==> src/rtl/bigu_pkg.sv <==
// ============================================================================
// Broadcast index generator package
// Shared field widths, register indexes and the result and control structs.
// ============================================================================
package bigu_pkg;

    localparam int FIELD_W     = 32;
    localparam int CFG_W       = 64;
    localparam int CFG_INDEX_W = 2;
    localparam int RANK_W      = 3;
    localparam int SLOT_W      = 16;

    typedef enum logic [CFG_INDEX_W-1:0] {
        REG_RANK_FIRST   = 2'd0,
        REG_RANK_SECOND  = 2'd1,
        REG_SHAPE_FIRST  = 2'd2,
        REG_SHAPE_SECOND = 2'd3
    } bigu_cfg_reg_t;

    typedef struct packed {
        logic [FIELD_W-1:0] out_index;
        logic [FIELD_W-1:0] index_first;
        logic [FIELD_W-1:0] index_second;
        logic               last;
        logic               not_broadcastable;
    } bigu_result_t;

    typedef struct packed {
        logic accept;
        logic restart;
        logic home;
    } bigu_walk_ctrl_t;

    // A rank of zero counts as one, a rank above the maximum as the maximum.
    function automatic logic [RANK_W-1:0] clamp_rank(input logic [RANK_W-1:0] r,
                                                     input logic [RANK_W-1:0] max_rank);
        logic [RANK_W-1:0] res;
        res = r;
        if (r == '0)
        begin
            res = RANK_W'(1);
        end
        else if (r > max_rank)
        begin
            res = max_rank;
        end
        return res;
    endfunction

endpackage

==> src/rtl/bigu_walker.sv <==
// ============================================================================
// Broadcast index walker
// Holds the output coordinates and per-dimension base indices and produces
// the index pair of one element per accepted request.
// ============================================================================
module bigu_walker #(
    parameter int MAX_RANK    = 4,
    parameter int EXTENT_BITS = 16,
    parameter int INDEX_BITS  = 32
) (
    input  logic                    clk,
    input  logic                    rst_n,
    input  bigu_pkg::bigu_walk_ctrl_t ctrl,
    input  logic [EXTENT_BITS-1:0]  ext_first     [MAX_RANK],
    input  logic [EXTENT_BITS-1:0]  ext_second    [MAX_RANK],
    input  logic [INDEX_BITS-1:0]   stride_first  [MAX_RANK],
    input  logic [INDEX_BITS-1:0]   stride_second [MAX_RANK],
    output bigu_pkg::bigu_result_t  result
);
    import bigu_pkg::*;

    localparam logic [EXTENT_BITS-1:0] EXT_ONE = EXTENT_BITS'(1);

    // Base index of dimension k: the operand index with every dimension below k at zero.
    logic [EXTENT_BITS-1:0] coord_reg  [MAX_RANK];
    logic [EXTENT_BITS-1:0] coord_next [MAX_RANK];
    logic [INDEX_BITS-1:0]  base1_reg  [MAX_RANK];
    logic [INDEX_BITS-1:0]  base1_next [MAX_RANK];
    logic [INDEX_BITS-1:0]  base2_reg  [MAX_RANK];
    logic [INDEX_BITS-1:0]  base2_next [MAX_RANK];
    logic [INDEX_BITS-1:0]  count_reg;
    logic [INDEX_BITS-1:0]  count_next;

    logic [EXTENT_BITS-1:0] ext_res [MAX_RANK];
    logic [EXTENT_BITS-1:0] cur_c   [MAX_RANK];
    logic [INDEX_BITS-1:0]  cur_b1  [MAX_RANK];
    logic [INDEX_BITS-1:0]  cur_b2  [MAX_RANK];
    logic [INDEX_BITS-1:0]  step1   [MAX_RANK];
    logic [INDEX_BITS-1:0]  step2   [MAX_RANK];
    logic [MAX_RANK-1:0]    inc;
    logic [MAX_RANK-1:0]    sel;
    logic [MAX_RANK-1:0]    below;
    logic [INDEX_BITS-1:0]  cur_cnt;
    logic [INDEX_BITS-1:0]  add1_a;
    logic [INDEX_BITS-1:0]  add1_b;
    logic [INDEX_BITS-1:0]  add2_a;
    logic [INDEX_BITS-1:0]  add2_b;
    logic [INDEX_BITS-1:0]  adv1;
    logic [INDEX_BITS-1:0]  adv2;
    logic                   bad;
    logic                   empty;
    logic                   is_last;

    always_comb
    begin
        logic found;
        logic any_sel;
        bad   = 1'b0;
        empty = 1'b0;
        for (int k = 0; k < MAX_RANK; k++)
        begin
            if ((ext_first[k] == ext_second[k]) || (ext_second[k] == EXT_ONE))
            begin
                ext_res[k] = ext_first[k];
            end
            else if (ext_first[k] == EXT_ONE)
            begin
                ext_res[k] = ext_second[k];
            end
            else
            begin
                ext_res[k] = EXT_ONE;
                bad        = 1'b1;
            end
            if (ext_res[k] == '0)
            begin
                empty = 1'b1;
            end
            step1[k]  = (ext_first[k] != EXT_ONE) ? stride_first[k] : '0;
            step2[k]  = (ext_second[k] != EXT_ONE) ? stride_second[k] : '0;
            cur_c[k]  = ctrl.restart ? '0 : coord_reg[k];
            cur_b1[k] = ctrl.restart ? '0 : base1_reg[k];
            cur_b2[k] = ctrl.restart ? '0 : base2_reg[k];
        end
        cur_cnt = ctrl.restart ? '0 : count_reg;

        // The innermost dimension that can still count up takes the carry.
        is_last = 1'b1;
        found   = 1'b0;
        for (int k = 0; k < MAX_RANK; k++)
        begin
            inc[k] = ({1'b0, cur_c[k]} + (EXTENT_BITS+1)'(1)) < {1'b0, ext_res[k]};
            if (({1'b0, cur_c[k]} + (EXTENT_BITS+1)'(1)) != {1'b0, ext_res[k]})
            begin
                is_last = 1'b0;
            end
            sel[k] = inc[k] && !found;
            found  = found || inc[k];
        end
        any_sel = 1'b0;
        for (int k = MAX_RANK - 1; k >= 0; k--)
        begin
            below[k] = any_sel;
            any_sel  = any_sel || sel[k];
        end

        add1_a = '0;
        add1_b = '0;
        add2_a = '0;
        add2_b = '0;
        for (int k = 0; k < MAX_RANK; k++)
        begin
            if (sel[k])
            begin
                add1_a = add1_a | cur_b1[k];
                add1_b = add1_b | step1[k];
                add2_a = add2_a | cur_b2[k];
                add2_b = add2_b | step2[k];
            end
        end
        adv1 = add1_a + add1_b;
        adv2 = add2_a + add2_b;

        for (int k = 0; k < MAX_RANK; k++)
        begin
            if (bad || empty || is_last)
            begin
                coord_next[k] = '0;
                base1_next[k] = '0;
                base2_next[k] = '0;
            end
            else if (sel[k])
            begin
                coord_next[k] = cur_c[k] + EXT_ONE;
                base1_next[k] = adv1;
                base2_next[k] = adv2;
            end
            else if (below[k])
            begin
                coord_next[k] = '0;
                base1_next[k] = adv1;
                base2_next[k] = adv2;
            end
            else
            begin
                coord_next[k] = cur_c[k];
                base1_next[k] = cur_b1[k];
                base2_next[k] = cur_b2[k];
            end
        end
        count_next = (bad || empty || is_last) ? '0 : cur_cnt + INDEX_BITS'(1);

        if (bad || empty)
        begin
            result.out_index         = '0;
            result.index_first       = '0;
            result.index_second      = '0;
            result.last              = 1'b1;
            result.not_broadcastable = bad;
        end
        else
        begin
            result.out_index         = FIELD_W'(cur_cnt);
            result.index_first       = FIELD_W'(cur_b1[0]);
            result.index_second      = FIELD_W'(cur_b2[0]);
            result.last              = is_last;
            result.not_broadcastable = 1'b0;
        end
    end

    always_ff @(posedge clk or negedge rst_n)
    begin
        if (!rst_n)
        begin
            for (int k = 0; k < MAX_RANK; k++)
            begin
                coord_reg[k] <= '0;
                base1_reg[k] <= '0;
                base2_reg[k] <= '0;
            end
            count_reg <= '0;
        end
        else if (ctrl.home)
        begin
            for (int k = 0; k < MAX_RANK; k++)
            begin
                coord_reg[k] <= '0;
                base1_reg[k] <= '0;
                base2_reg[k] <= '0;
            end
            count_reg <= '0;
        end
        else if (ctrl.accept)
        begin
            for (int k = 0; k < MAX_RANK; k++)
            begin
                coord_reg[k] <= coord_next[k];
                base1_reg[k] <= base1_next[k];
                base2_reg[k] <= base2_next[k];
            end
            count_reg <= count_next;
        end
    end

endmodule

==> src/rtl/bigu_skid.sv <==
// ============================================================================
// Broadcast index result buffer
// Output register with one skid entry, so a request is taken while a
// finished result still waits for the receiver.
// ============================================================================
module bigu_skid (
    input  logic                   clk,
    input  logic                   rst_n,
    input  logic                   load,
    input  bigu_pkg::bigu_result_t load_data,
    output logic                   full,
    output logic                   out_valid,
    input  logic                   out_stall,
    output bigu_pkg::bigu_result_t out_data
);
    import bigu_pkg::*;

    logic         out_valid_reg;
    logic         out_valid_next;
    logic         skid_valid_reg;
    logic         skid_valid_next;
    bigu_result_t main_reg;
    bigu_result_t skid_reg;
    logic         pop;
    logic         load_main;
    logic         load_skid;

    always_comb
    begin
        pop       = out_valid_reg && !out_stall;
        load_main = !skid_valid_reg && load && (!out_valid_reg || pop);
        load_skid = !skid_valid_reg && load && out_valid_reg && !pop;
        if (skid_valid_reg)
        begin
            out_valid_next  = 1'b1;
            skid_valid_next = !pop;
        end
        else
        begin
            out_valid_next  = load || (out_valid_reg && !pop);
            skid_valid_next = load_skid;
        end
    end

    always_ff @(posedge clk or negedge rst_n)
    begin
        if (!rst_n)
        begin
            out_valid_reg  <= 1'b0;
            skid_valid_reg <= 1'b0;
        end
        else
        begin
            out_valid_reg  <= out_valid_next;
            skid_valid_reg <= skid_valid_next;
        end
    end

    always_ff @(posedge clk)
    begin
        if (skid_valid_reg && pop)
        begin
            main_reg <= skid_reg;
        end
        else if (load_main)
        begin
            main_reg <= load_data;
        end
        if (load_skid)
        begin
            skid_reg <= load_data;
        end
    end

    assign full      = skid_valid_reg;
    assign out_valid = out_valid_reg;
    assign out_data  = main_reg;

endmodule

==> src/rtl/broadcast_index_generator_unit.sv <==
// ============================================================================
// Broadcast index generator
// Walks the broadcast of two operands in row-major order and gives, for each
// request, the output index and the source index into each operand.
// ============================================================================
// Usage: write rank_first, rank_second, shape_first and shape_second through
// the cfg_write/cfg_index/cfg_data port while the block is idle. Every write
// returns the sweep to element 0 and starts a stride pass (one product per
// cycle on each operand's own multiplier) during which in_stall is high.
// Input channel: in_valid/in_stall, payload restart. Each request yields
// exactly one result on out_valid/out_stall through the registered result buffer.
// Throughput is one request per cycle while in_stall is low; the per-dimension
// base registers advance with a single add per operand per element.
// When the receiver stalls, one more request is held in a skid entry; after
// that in_stall rises until the receiver drains the result register.
// Reset restores every register to 1 (scalar operands), clears the sweep,
// sets all strides to 1 and leaves the output channel empty.
// ============================================================================
module broadcast_index_generator_unit #(
    parameter int MAX_RANK    = 4,
    parameter int EXTENT_BITS = 16,
    parameter int INDEX_BITS  = 32
) (
    input  logic                             clk,
    input  logic                             rst_n,
    input  logic                             cfg_write,
    input  logic [bigu_pkg::CFG_INDEX_W-1:0] cfg_index,
    input  logic [bigu_pkg::CFG_W-1:0]       cfg_data,
    input  logic                             in_valid,
    output logic                             in_stall,
    input  logic                             restart,
    output logic                             out_valid,
    input  logic                             out_stall,
    output logic [bigu_pkg::FIELD_W-1:0]     out_index,
    output logic [bigu_pkg::FIELD_W-1:0]     index_first,
    output logic [bigu_pkg::FIELD_W-1:0]     index_second,
    output logic                             last,
    output logic                             not_broadcastable
);
    import bigu_pkg::*;

    localparam int STEP_W = (MAX_RANK > 1) ? $clog2(MAX_RANK) : 1;
    localparam logic [RANK_W-1:0] MAX_RANK_R = RANK_W'(MAX_RANK);
    localparam logic [STEP_W-1:0] STEP_LAST  = STEP_W'(MAX_RANK - 1);

    logic [RANK_W-1:0]      rank_first_reg;
    logic [RANK_W-1:0]      rank_second_reg;
    logic [CFG_W-1:0]       shape_first_reg;
    logic [CFG_W-1:0]       shape_second_reg;

    logic [RANK_W-1:0]      r1;
    logic [RANK_W-1:0]      r2;
    logic [EXTENT_BITS-1:0] ext_first  [MAX_RANK];
    logic [EXTENT_BITS-1:0] ext_second [MAX_RANK];

    logic                   prep_busy_reg;
    logic [STEP_W-1:0]      prep_step_reg;
    logic [STEP_W-1:0]      step_prev;
    logic [INDEX_BITS-1:0]  stride_first_reg  [MAX_RANK];
    logic [INDEX_BITS-1:0]  stride_second_reg [MAX_RANK];
    logic [INDEX_BITS+EXTENT_BITS-1:0] prod_first;
    logic [INDEX_BITS+EXTENT_BITS-1:0] prod_second;

    logic                   accept;
    logic                   skid_full;
    bigu_walk_ctrl_t        walk_ctrl;
    bigu_result_t           walk_result;
    bigu_result_t           out_data;

    always_ff @(posedge clk or negedge rst_n)
    begin
        if (!rst_n)
        begin
            rank_first_reg   <= RANK_W'(1);
            rank_second_reg  <= RANK_W'(1);
            shape_first_reg  <= CFG_W'(1);
            shape_second_reg <= CFG_W'(1);
        end
        else if (cfg_write)
        begin
            case (bigu_cfg_reg_t'(cfg_index))
                REG_RANK_FIRST:   rank_first_reg   <= cfg_data[RANK_W-1:0];
                REG_RANK_SECOND:  rank_second_reg  <= cfg_data[RANK_W-1:0];
                REG_SHAPE_FIRST:  shape_first_reg  <= cfg_data;
                REG_SHAPE_SECOND: shape_second_reg <= cfg_data;
                default:          ;
            endcase
        end
    end

    // Slots at or beyond an operand's clamped rank read as extent 1.
    always_comb
    begin
        r1 = clamp_rank(rank_first_reg, MAX_RANK_R);
        r2 = clamp_rank(rank_second_reg, MAX_RANK_R);
        for (int k = 0; k < MAX_RANK; k++)
        begin
            ext_first[k]  = (RANK_W'(k) < r1) ? shape_first_reg[SLOT_W*k +: EXTENT_BITS]
                                              : EXTENT_BITS'(1);
            ext_second[k] = (RANK_W'(k) < r2) ? shape_second_reg[SLOT_W*k +: EXTENT_BITS]
                                              : EXTENT_BITS'(1);
        end
    end

    // Stride k is the product of the extents below k, built one dimension a cycle.
    assign step_prev   = prep_step_reg - STEP_W'(1);
    assign prod_first  = stride_first_reg[step_prev] * ext_first[step_prev];
    assign prod_second = stride_second_reg[step_prev] * ext_second[step_prev];

    always_ff @(posedge clk or negedge rst_n)
    begin
        if (!rst_n)
        begin
            prep_busy_reg <= 1'b0;
            prep_step_reg <= STEP_W'(1);
            for (int k = 0; k < MAX_RANK; k++)
            begin
                stride_first_reg[k]  <= INDEX_BITS'(1);
                stride_second_reg[k] <= INDEX_BITS'(1);
            end
        end
        else if (cfg_write && (MAX_RANK > 1))
        begin
            prep_busy_reg <= 1'b1;
            prep_step_reg <= STEP_W'(1);
        end
        else if (prep_busy_reg)
        begin
            stride_first_reg[prep_step_reg]  <= prod_first[INDEX_BITS-1:0];
            stride_second_reg[prep_step_reg] <= prod_second[INDEX_BITS-1:0];
            if (prep_step_reg == STEP_LAST)
            begin
                prep_busy_reg <= 1'b0;
            end
            else
            begin
                prep_step_reg <= prep_step_reg + STEP_W'(1);
            end
        end
    end

    assign in_stall          = skid_full || prep_busy_reg;
    assign accept            = in_valid && !in_stall;
    assign walk_ctrl.accept  = accept;
    assign walk_ctrl.restart = restart;
    assign walk_ctrl.home    = cfg_write;

    bigu_walker #(
        .MAX_RANK    (MAX_RANK),
        .EXTENT_BITS (EXTENT_BITS),
        .INDEX_BITS  (INDEX_BITS)
    ) u_walker (
        .clk           (clk),
        .rst_n         (rst_n),
        .ctrl          (walk_ctrl),
        .ext_first     (ext_first),
        .ext_second    (ext_second),
        .stride_first  (stride_first_reg),
        .stride_second (stride_second_reg),
        .result        (walk_result)
    );

    bigu_skid u_skid (
        .clk       (clk),
        .rst_n     (rst_n),
        .load      (accept),
        .load_data (walk_result),
        .full      (skid_full),
        .out_valid (out_valid),
        .out_stall (out_stall),
        .out_data  (out_data)
    );

    assign out_index         = out_data.out_index;
    assign index_first       = out_data.index_first;
    assign index_second      = out_data.index_second;
    assign last              = out_data.last;
    assign not_broadcastable = out_data.not_broadcastable;

endmodule

==> config.mk <==
export PLATFORM = sky130hd
export DESIGN_NAME = broadcast_index_generator_unit
export DESIGN_NICKNAME = d
export VERILOG_FILES = /design/src/rtl/bigu_pkg.sv /design/src/rtl/bigu_walker.sv /design/src/rtl/bigu_skid.sv /design/src/rtl/broadcast_index_generator_unit.sv
export SDC_FILE = /design/constraint.sdc
export NUM_CORES = 2
export LEC_CHECK = 0
export BUFFER_PORTS_ARGS = -buffer_cell sky130_fd_sc_hd__clkbuf_2
export CAP_MARGIN = 10
export CORE_MARGIN = 1
export CORE_UTILIZATION = 35
export CTS_CLUSTER_DIAMETER = 100
export CTS_CLUSTER_SIZE = 25
export DETAILED_ROUTE_END_ITERATION = 10
export SYNTH_ARGS = -nofsm -noshare
export SYNTH_HDL_FRONTEND = slang
export SYNTH_SLANG_ARGS = --single-unit
==> constraint.sdc <==
create_clock -name clk -period 9.77 [get_ports clk]
set_input_delay 0 -clock clk [delete_from_list [all_inputs] [get_ports clk]]
set_output_delay 0 -clock clk [all_outputs]
set_load 0.05 [all_outputs]
==> results.yml <==
run_status:
  outcome: "finished, violations left"
  violations: "hold timing"
synthesis:
  ys_types: 90
  synth_fp_nets: 8435
  synth_warnings: 0
  synth.most_common_cell: "nand2_1"
  syn_area_per_cell_um2: 9.695
  synth_edf_count: 196
  synth-seq-cells: 943
  syn_area_um2: 72590
  synth.top_cells.by_area: "dfrtp_1 (25%), fa_1 (17%), edfxtp_1 (8.1%)"
  ys_seq_area_share_pct: 33.88
  synth_top_cell_by_area: "dfrtp_1"
  postSynthCellCount: 7488
  yosys-top-cells-count: "nand2_1 (1194), dfrtp_1 (734), inv_1 (683)"
  postSynth.asyncResetShare_pct: 79.22
  yosys.area.top_type_share_pct: 25.30
  synth-main-ff-cell: "dfrtp_1"
global_route:
  grtUsageTotal_pct: 23.61
  grt_pass1_wl_um: 378300
  grt-ovfl-total: 0
  grt_pass1_vias: 57640
  antenna_found_initial: 13
  grt_max_degree: 148
timing:
  min_period_ns: 9.281
  slew_headroom_pct: 17.55
  slew_violations: 0
  finalHoldViolations: 21
  hold_slack_ns: -0.03460
  max_freq_mhz: 107.7
  skew_ns: 0.02812
  fin_setup_tns_ns: 0
  setup_viol: 0
  period_share_pct: 94.99
  worst_pin_slew_ns: 1.226
  grt_setup_unrepaired: "false"
place:
  gp_congestion: 0.9702
  port_buffers: 171
  hpwl_um: 187800
drt:
  drt_iter0_markers: 6199
  vias: 58026
  routed_wl_um: 249600
  wl_per_cell_um: 24.41
  drc: 0
  firstDrtPassIters: 8
  viasPerCell: 5.674
  ant_nets: 0
cts:
  clockBufferDepth: 3
  htree_num_levels: 2
  clock_sinks: 943
  tritoncts.num_buffers: 45
  clkTransAtPathRegs_ns: 0.11
  clock-root-buffer: "clkbuf_16"
  cts_tree: "yes"
  clk-insertion-delay-late_ns: 0.71
layout:
  drive_gt1_share_pct: 10.10
  nNetsFinal: 8443
  final.fill_count: 20224
  syn_to_final_growth_pct: 8.537
floorplan:
  die_x_um: 457.4
  core_um2: 205400
  start_util_pct: 35.34
  row_count: 166
  ios: 172
  die_area_um2: 209200
  fp.dieH_um: 457.4
worst_setup_path:
  cp_slowest_stage_delay_ns: 0.65
  crit_buf_inv: 1
  reg2reg_to: "u_walker.base2_reg[63]$_DFFE_PN0P_"
  cp_data_required_time_ns: 10.38
  crit_type: "reg2reg"
  cp-start-kind: "flip-flop"
  critPathCaptureType: "flip-flop"
  r2r_slack_ns: 0.49
  critPathSlowestCell: "nor4_1"
  r2r_start: "rank_second_reg[2]$_DFFE_PN0P_"
  arrival_ns: 9.89
  critical_path_peak_fanout: 17
  critPathTopFamily: "compound AO/OA/AOI/OAI gates"
  r2r_cells: 27
worst_hold_path:
  min_path_type: "in2async"
job:
  drv_cap: 0
[cell type report]
type / instances / area [um^2] / area share, %
inverter: 683 / 2564 / 3.254
tap: 2688 / 3363 / 4.269
sequential: 943 / 24600 / 31.22
timing repair buffer: 417 / 2995 / 3.802
multi-input combinational: 5406 / 43890 / 55.71
clock inverter: 7 / 108.9 / 0.1382
antenna: 7 / 17.52 / 0.02223
clock buffer: 76 / 1252 / 1.590
[metrics by stage]
stage          instance area (um^2)  utilization [%]  hold WS (ns)  cells  setup slack (ns)
6_report                      78790            38.36      -0.03460  10227            0.4891
3_3_place_gp                  76690            37.33        0.1787  10065            0.1813
3_5_place_dp                  76690            37.33        0.1805  10065            0.1461
2_1_floorplan                 72630                -       -0.2956   7488           0.01873
5_1_grt                       78780            38.35       0.03996  10221           0.01664
4_1_cts                       78770            38.35      0.001436  10220            0.1250
[cell usage in the layout, fill, tap and decap left out, types with 24 or more instances in the layout]
master / Yosys / routed
nor3_1: 45 / 42
dfrtp_1: 734 / 734
mux4_2: 35 / 35
nand4_1: 46 / 46
a21oi_1: 194 / 190
a22oi_1: 129 / 129
a32o_1: 24 / 24
dlygate4sd3_1: 0 / 72
nor4_1: 38 / 36
a222oi_1: 62 / 62
o22ai_1: 29 / 29
a22o_1: 264 / 264
clkbuf_1: 383 / 30
nand2b_1: 45 / 45
o2bb2ai_1: 66 / 66
xor2_1: 94 / 94
clkbuf_2: 0 / 169
buf_4: 11 / 167
xnor2_1: 151 / 151
or3_1: 35 / 35
clkbuf_16: 0 / 45
and2_1: 182 / 181
o31ai_1: 33 / 33
a31oi_1: 41 / 35
o21a_1: 53 / 53
nand2_1: 1194 / 1190
mux2_2: 235 / 235
fa_1: 610 / 610
nand3_1: 130 / 129
inv_1: 683 / 682
ha_1: 265 / 264
and3_1: 37 / 36
o21ai_0: 398 / 390
mux2i_1: 48 / 48
a21o_1: 61 / 59
nor2b_1: 127 / 127
edfxtp_1: 196 / 196
a221oi_1: 69 / 69
nor2_1: 426 / 417
[cells by family (layout without fill, tap and decap cells)]
family                     after synthesis  in the layout  share of synthesized area (%)
buffers and inverters                 1139           1183                          6.050
muxes                                  318            318                          5.393
DFF                                    943            943                          33.88
other                                    0              7                              0
and+or+nand+nor                       2396           2396                          14.97
adders and majority gates              875            875                          21.39
AOI/OAI and AO/OA                     1568           1568                          15.24
xor gates and xnor gates               249            249                          3.080
[metal layers]
layer / part of all wire, % / global-route usage, % / wire length, um
met2: 46 / 38.07 / 115800
met3: 6.6 / 2.947 / 16570
met1: 42 / 31.73 / 104600
met4: 5.0 / 10.44 / 12550
met5: 0.027 / 0 / 67
[repair_timing]
item / 4_1_cts / 5_1_grt
hold buffers: 72 / 0
endpoints found under the setup margin: 0 / 68
endpoints found under the hold margin: 282 / 0
gates resized for setup: 0 / 5
setup buffers: 0 / 0
[how the worst max path moves through the flow]
stage	endpoint	from	slack [ns]	cells past startpoint
after floorplan	stride_second_reg[31]$_DFFE_PN0P_	prep_step_reg[0]$_DFFE_PN1P_	0.02	38
after global placement	u_walker.base2_reg[63]$_DFFE_PN0P_	rank_second_reg[2]$_DFFE_PN0P_	0.18	27
after detailed placement	u_walker.base2_reg[63]$_DFFE_PN0P_	rank_second_reg[2]$_DFFE_PN0P_	0.15	27
after CTS	u_walker.base2_reg[63]$_DFFE_PN0P_	rank_second_reg[2]$_DFFE_PN0P_	0.12	27
after global routing	u_walker.base2_reg[63]$_DFFE_PN0P_	rank_second_reg[2]$_DFFE_PN0P_	0.02	28
final	u_walker.base2_reg[63]$_DFFE_PN0P_	rank_second_reg[2]$_DFFE_PN0P_	0.49	27
Power is not shown: default switching activity piles up to over one toggle a cycle in this logic, so the estimate is an artifact.
